--- config.mk ---
export PLATFORM = sky130hd
export DESIGN_NAME = sort_unique_set_engine
export DESIGN_NICKNAME = d
export VERILOG_FILES = /design/src/sus_pkg.sv /design/src/sus_cell.sv /design/src/sort_unique_set_engine.sv
export SDC_FILE = /design/constraint.sdc
export NUM_CORES = 2
export LEC_CHECK = 0
export BUFFER_PORTS_ARGS = -buffer_cell sky130_fd_sc_hd__clkbuf_2
export CORE_ASPECT_RATIO = 0.75
export CORE_MARGIN = 5
export CORE_UTILIZATION = 50
export DETAILED_ROUTE_END_ITERATION = 12
export PLACE_DENSITY = 0.63
export RECOVER_POWER = 25
export SLEW_MARGIN = 0
export SYNTH_ARGS = -nofsm -noshare
export SYNTH_HDL_FRONTEND = slang
export SYNTH_HIERARCHICAL = 1
export SYNTH_SLANG_ARGS = --single-unit
--- constraint.sdc ---
create_clock -name clock -period 26.6 [get_ports clock]
set_clock_uncertainty 0.15 [all_clocks]
set_input_delay 1.33 -clock clock [delete_from_list [all_inputs] [get_ports clock]]
set_output_delay 1.33 -clock clock [all_outputs]
set_load 0.01 [all_outputs]
--- src/sus_pkg.sv ---
// Package for the sort-unique set engine.
// Holds the sequencer state type, the cell control struct and field widths.
// No dependencies.
package sus_pkg;

   // Width of the value fields on the request and response channels
   localparam int FIELD_W = 32;

   // Sequencer states: gather a set, then stream it out
   typedef enum logic {
      ST_COLLECT,
      ST_DRAIN
   } state_type;

   // Per-cycle command broadcast to every cell of the chain
   typedef struct packed {
      logic insert;  // place the broadcast value in sorted position
      logic shift;   // move every entry one cell toward the head
   } cell_ctrl_type;

endpackage

--- src/sus_cell.sv ---
// One compare-insert cell of the sorting chain.
// Depends on sus_pkg for the cell control struct.
module sus_cell #(
   parameter int WIDTH = 32
) (
   input  logic                  clock,
   input  logic                  reset,
   input  sus_pkg::cell_ctrl_type ctrl,
   input  logic [WIDTH-1:0]      ins_value,
   input  logic                  left_gt,
   input  logic                  left_valid,
   input  logic [WIDTH-1:0]      left_value,
   input  logic                  right_valid,
   input  logic [WIDTH-1:0]      right_value,
   output logic                  valid,
   output logic [WIDTH-1:0]      value,
   output logic                  gt,
   output logic                  eq
);
   import sus_pkg::*;

   logic             valid_ff, valid_in;
   logic [WIDTH-1:0] value_ff, value_in;

   // Compare the held entry against the broadcast value
   assign gt    = !valid_ff || (value_ff > ins_value);
   assign eq    = valid_ff && (value_ff == ins_value);
   assign valid = valid_ff;
   assign value = value_ff;

   // Pick the next entry: take from the left, take the new value, or take from the right
   always_comb begin
      valid_in = valid_ff;
      value_in = value_ff;
      if (ctrl.insert && gt) begin
         if (left_gt) begin
            valid_in = left_valid;
            value_in = left_value;
         end else begin
            valid_in = 1'b1;
            value_in = ins_value;
         end
      end else if (ctrl.shift) begin
         valid_in = right_valid;
         value_in = right_value;
      end
   end

   // Hold the entry; only the valid bit is cleared by reset
   always_ff @(posedge clock) begin
      if (reset) begin
         valid_ff <= 1'b0;
      end else begin
         valid_ff <= valid_in;
      end
      value_ff <= value_in;
   end

endmodule

--- src/sort_unique_set_engine.sv ---
// Sort-unique set engine: a chain of DEPTH compare-insert cells keeps the set sorted
// and free of duplicates as requests arrive, one request per cycle while collecting.
// The request that closes a set is inserted in its cycle; results start the next cycle
// and stream out one per cycle from the head cell while rsp_stall is low; requests
// are stalled meanwhile.
// Synchronous reset empties the chain and clears the count and the overflow flag.
module sort_unique_set_engine #(
   parameter int DEPTH = 32,
   parameter int WIDTH = 32
) (
   input  logic                         clock,
   input  logic                         reset,
   input  logic                         req_valid,
   output logic                         req_stall,
   input  logic [sus_pkg::FIELD_W-1:0]  req_value,
   input  logic                         req_last_in,
   output logic                         rsp_valid,
   input  logic                         rsp_stall,
   output logic [sus_pkg::FIELD_W-1:0]  rsp_sorted_value,
   output logic                         rsp_last_out,
   output logic                         rsp_overflow
);
   import sus_pkg::*;

   localparam int CW = $clog2(DEPTH + 1);

   state_type     state_ff, state_in;
   logic [CW-1:0] cnt_ff, cnt_in;
   logic          ovf_ff, ovf_in;

   cell_ctrl_type    ctrl;
   logic [WIDTH-1:0] ins_value;
   logic [DEPTH-1:0] cell_valid, cell_gt, cell_eq;
   logic [WIDTH-1:0] cell_value [DEPTH];

   logic req_acc, rsp_acc, full, dup;

   // Fit the request value to the stored width
   generate
      if (WIDTH <= FIELD_W) begin : g_in_narrow
         assign ins_value = req_value[WIDTH-1:0];
      end else begin : g_in_wide
         assign ins_value = {{(WIDTH - FIELD_W){1'b0}}, req_value};
      end
   endgenerate

   // Handshakes
   assign req_stall = (state_ff == ST_DRAIN);
   assign rsp_valid = (state_ff == ST_DRAIN);
   assign req_acc   = req_valid && !req_stall;
   assign rsp_acc   = rsp_valid && !rsp_stall;

   // Drop values past the store depth and values already held
   assign full        = (cnt_ff == CW'(DEPTH));
   assign dup         = |cell_eq;
   assign ctrl.insert = req_acc && !full && !dup;
   assign ctrl.shift  = rsp_acc;

   // Build the chain, each cell wired to its neighbors
   generate
      for (genvar i = 0; i < DEPTH; i++) begin : g_cell
         logic             l_gt, l_valid, r_valid;
         logic [WIDTH-1:0] l_value, r_value;
         if (i == 0) begin : g_head
            assign l_gt    = 1'b0;
            assign l_valid = 1'b0;
            assign l_value = '0;
         end else begin : g_body
            assign l_gt    = cell_gt[i-1];
            assign l_valid = cell_valid[i-1];
            assign l_value = cell_value[i-1];
         end
         if (i == DEPTH - 1) begin : g_tail
            assign r_valid = 1'b0;
            assign r_value = '0;
         end else begin : g_inner
            assign r_valid = cell_valid[i+1];
            assign r_value = cell_value[i+1];
         end
         sus_cell #(.WIDTH(WIDTH)) u_cell (
            .clock       (clock),
            .reset       (reset),
            .ctrl        (ctrl),
            .ins_value   (ins_value),
            .left_gt     (l_gt),
            .left_valid  (l_valid),
            .left_value  (l_value),
            .right_valid (r_valid),
            .right_value (r_value),
            .valid       (cell_valid[i]),
            .value       (cell_value[i]),
            .gt          (cell_gt[i]),
            .eq          (cell_eq[i])
         );
      end
   endgenerate

   // Present the head cell; it is the last distinct value when its neighbor is empty
   generate
      if (WIDTH <= FIELD_W) begin : g_out_narrow
         assign rsp_sorted_value = FIELD_W'(cell_value[0]);
      end else begin : g_out_wide
         assign rsp_sorted_value = cell_value[0][FIELD_W-1:0];
      end
   endgenerate
   assign rsp_last_out = !cell_valid[1];
   assign rsp_overflow = ovf_ff;

   // Sequence collect and drain, count arrivals, flag overflow
   always_comb begin
      state_in = state_ff;
      cnt_in   = cnt_ff;
      ovf_in   = ovf_ff;
      unique case (state_ff)
         ST_COLLECT: begin
            if (req_acc) begin
               if (full) begin
                  ovf_in = 1'b1;
               end else begin
                  cnt_in = cnt_ff + CW'(1);
               end
               if (req_last_in) begin
                  state_in = ST_DRAIN;
               end
            end
         end
         ST_DRAIN: begin
            if (rsp_acc && rsp_last_out) begin
               state_in = ST_COLLECT;
               cnt_in   = '0;
               ovf_in   = 1'b0;
            end
         end
         default: begin
            state_in = ST_COLLECT;
         end
      endcase
   end

   // Control registers
   always_ff @(posedge clock) begin
      if (reset) begin
         state_ff <= ST_COLLECT;
         cnt_ff   <= '0;
         ovf_ff   <= 1'b0;
      end else begin
         state_ff <= state_in;
         cnt_ff   <= cnt_in;
         ovf_ff   <= ovf_in;
      end
   end

   // A drained set always has a value at the head of the chain
   a_head_valid: assert property (@(posedge clock) disable iff (reset)
      (state_ff == ST_DRAIN) |-> cell_valid[0])
      else $error("head cell empty while draining");

   // The arrival count never passes the store depth
   a_cnt_bound: assert property (@(posedge clock) disable iff (reset)
      cnt_ff <= CW'(DEPTH))
      else $error("arrival count beyond depth");

   // The final result returns the block to an empty chain
   a_drain_end: assert property (@(posedge clock) disable iff (reset)
      (rsp_acc && rsp_last_out) |=> (state_ff == ST_COLLECT && cell_valid == '0
                                      && cnt_ff == '0 && !ovf_ff))
      else $error("set not cleared after final result");

   // While collecting, distinct entries never outnumber arrivals
   a_distinct_bound: assert property (@(posedge clock) disable iff (reset)
      (state_ff == ST_COLLECT) |-> ($countones(cell_valid) <= int'(cnt_ff)))
      else $error("more entries than arrivals");

endmodule
==> results.md <==
- The flow ran to the end, but the final reports show violations.
- The final reports fail on max-capacitance violations, max-slew violations.
- The number of global-route vias before repair was slightly above 60000.
- The wire length of the first global-routing pass is between 300000 and 400000 microns.
- After the last flow step, the layout net total stands at 9671.
- The initial antenna violation count is 6.
- The vertical die dimension is 372.6 microns.
- The area of the die is 0.1839 sq mm.
- The maximum resistive drop on vdd is 58.24 uV.
- The measured slew at the worst slew-check pin is around 3900 ps.
- Pin placement for this block handled 73 I/O pins.
- The worst register-to-register path has a setup slack of 16780 ps.
- Walking the worst path, the cells encountered are clkbuf_1 > clkbuf_1 > inv_1 > ha_1 > nand4_1 > nor3_1 > nand2_1 > or2_0 > inv_1 > nor4_1 > nand4_1 > nor3_1 > clkbuf_1 > clkbuf_1 > and2_1 > a32oi_4 > buf_4 > nand2b_1 > buf_4.
- Summing all placed instances gives a cell area of 0.08959 sq mm.
- The critical path depth in cells is 19.
- The detailed-route via count is 66750.
- Summing every instance area after synthesis gives 0.08765 sq mm.
- The number of buffers inserted to repair setup after CTS is 0.
- In the synthesized netlist, the number of instances is 8545.
- The fraction of the core area covered by cells at the end of the flow is 52.65%.
- The maximum frequency from static timing analysis is between 70 and 80 MHz.
- The effective utilization at floorplan is 50.17%.
- Counting cells, the worst reg-to-reg path comes to 16.
- The area taken by multi-input logic gates is just under 0.05 sq mm.
- For this run, the total global-route usage over all layers was measured as 27.94%.
- The floorplan step defined a core boundary enclosing 0.1747 sq mm.
- Power spread over the standard cell area amounts to 61.11 mW/mm^2.
- Headroom to the max-slew limit came out at -159.6%.
- The data arrival at the endpoint of the critical path is 13120 ps.
- Summing all flip-flop and latch instances after layout gives 0.03155 sq mm.
- During synthesis, Yosys emitted a total of 6 warnings.
- Buffers placed on the I/O ports in this run total around 70.
- The count of final max-slew check failures is 617.
- Counting the fill cells in the layout gives 15650.
- The number of optimization iterations in the first detailed-route pass is 6.
- The number of instances resized during post-cts repair is 0.
- The startpoint of the most critical register-to-register path is g_cell[17].u_cell/value[30]$_DFFE_PP_.
- For this design, the CTS-stage hold fixing added 0 buffers.
- The die width is 493.5 microns.
- In the final routed layout, each cell accounts on average for 24.48 microns.
- The family of cells with the greatest summed delay on the critical path is buffers and inverters.
- Setup repair after global routing left no endpoint under its margin.
- The cell that appears most often on the critical path is clkbuf_1.
- Counting the buffers created by CTS gives 117.
- The category of the critical setup timing path is in -> reg.
- The setup TNS after final layout is 0 ps.
- Summed over all layers, the routed wires come to 269500 microns.
- STA classifies the critical path startpoint as an input port.
- At the later pin of the worst-skew pair, clock insertion delay measures 780 ps.
- Summed over all nets, the half-perimeter wirelength after detailed placement is about 200000 microns.
- The final count of hold timing violations is 0.
- The total global routing overflow is 0.
- Of all nets on the critical path, the largest fanout is 36.
- The number of clock sinks is 1064.
- The endpoint of the lowest-slack register-to-register path is g_cell[30].u_cell/value[5]$_DFFE_PP_.
- The final critical delay including setup and external delays is 12840 ps.
- The setup-violating endpoint count in the final report is 0.
- Routability-driven placement finished with a final weighted congestion of 0.9223.
- After the first detailed-routing iteration, the DRC count stood at 9167.
- The tool flagged a number of max-cap violations equal to 20.
- The growth of design area from synthesis to finish is 4.946%.
- In this run the clock root is driven by a clkbuf_16.
- Tracing the worst setup path back leads to its startpoint at req_value[31].
- Entering global routing, the biggest net connects 65 pins.
- The worst setup path is captured at a flip-flop.
- For this design the static power due to leakage is 0.04273 uW.
- The critical-path cell with the highest stage delay is clkbuf_1.
- The number of nets still failing antenna checks after routing is 0.
- On the final layout, the worst hold slack is 344.9 ps.
- The mean instance size in the synthesized netlist is 10.26 sq um.
- Data on the critical path is required at its endpoint by 26890 ps.
- Dividing the detail-routed via count by the number of cells gives 6.065.
- The count of unresolved DRC violations after routing is 0.
- The number of rows created at floorplan is 133.
- The endpoint of the worst setup timing path is g_cell[30].u_cell/value[5]$_DFFE_PP_.
- In the final layout, the share of cells above drive strength 1 is about 14%.
- The clock-pin slew on the worst setup and hold paths is 60 ps.
- The cell area after layout is 0.09199 sq mm.
- The final worst-path cycle share is around half.
- Together, buffers and inverters on the worst path number 8.
- The CTS tree is built.
- The clock tree synthesis step divided the H-tree into 3 levels.
- The clock passes through at most 3 buffers.
- On the worst path, the slowest cell contributes a delay of roughly 2800 ps.
- In this run the worst hold path is classified as reg -> reg.
-- worst min path at each step --
stage | from | endpoint | slack, ps | depth (start not counted)
detailed placement | rsp_overflow$_SDFFE_PP0P_ | rsp_overflow$_SDFFE_PP0P_ | 330 | 2
finish | rsp_overflow$_SDFFE_PP0P_ | rsp_overflow$_SDFFE_PP0P_ | 340 | 2
CTS | rsp_overflow$_SDFFE_PP0P_ | rsp_overflow$_SDFFE_PP0P_ | 350 | 2
floorplan | cnt_ff[5]$_SDFFE_PP0P_ | cnt_ff[5]$_SDFFE_PP0P_ | 320 | 2
global placement | cnt_ff[5]$_SDFFE_PP0P_ | cnt_ff[5]$_SDFFE_PP0P_ | 330 | 2
global route | rsp_overflow$_SDFFE_PP0P_ | rsp_overflow$_SDFFE_PP0P_ | 370 | 2
-- power breakdown --
group | internal (uW) | leakage, uW | switching [uW] | total (uW)
registers | 2160 | 0.0103 | 300 | 2460
clock network | 990 | 0.00193 | 733 | 1720
logic | 658 | 0.0305 | 781 | 1440
total | 3810 | 0.0427 | 1810 | 5620
-- worst reg2reg max path, stage by stage (launching register included) --
cell and delay (ps):
edfxtp_1 490, ha_1 380, nand4_1 140, nor3_1 110
nand2_1 190, or2_0 240, inv_1 260, nor4_1 850
nand4_1 580, nor3_1 370, clkbuf_1 930, clkbuf_1 2750
and2_1 500, a32oi_4 60, buf_4 470, nand2b_1 630
buf_4 380
-- cells in the final DEF (no fill, tap or decap), drive strengths merged, types with 4 or more instances in the layout --
cell      instances
a211oi           65
a21o             32
a21oi           421
a2bb2oi          32
a31oi            34
a32oi            32
and2             32
and3             32
buf             110
bufinv           14
clkbuf          247
clkinv           37
clkinvlp          8
conb             67
dfxtp            40
edfxtp         1024
ha             1026
inv            1097
mux2           1088
mux2i            33
nand2          1282
nand2b           67
nand3            72
nand4           194
nand4b           32
nor2            192
nor2b            35
nor3             34
nor4             40
o211a            32
o21a             32
o21ai          1186
or2              32
or3b              4
-- layer usage --
layer	GRT usage, %	vias to the layer above	share of wire (%)
li1	-	30560	-
met1	47.97	32320	50
met2	34.14	3532	35
met3	6.265	332	13
met4	5.557	0	2.1
met5	0	-	0
-- metrics by stage --
| stage | std cells | setup WS, ps | power (uW) |
|---|---|---|---|
| final | 11010 | 13760 | 5622 |
| after global routing | 11010 | 13880 | 5873 |
| after CTS | 11010 | 18970 | 5689 |
| after detailed placement | 10780 | 18150 | 3970 |
| after global placement | 10780 | 17470 | 3899 |
| after floorplan | 8611 | 14570 | 3498 |
-- state kept, by name, summed over array words and instances (netlist names) --
signal               flops
rsp_overflow             1
g_cell.u_cell/valid     32
req_stall                1
g_cell.u_cell/value   1024
cnt_ff                   6
-- cell type report --
class,count,share of cell area (%)
clock inverters,65,0.7794
clock buffers,156,3.528
inverters,1091,4.452
repair buffers,201,1.314
flip-flops and latches,1064,34.30
well taps,2295,3.122
diodes,1,0.002720
multi-input cells,6133,52.50
No activity file was read; power rests on OpenSTA's default activity.
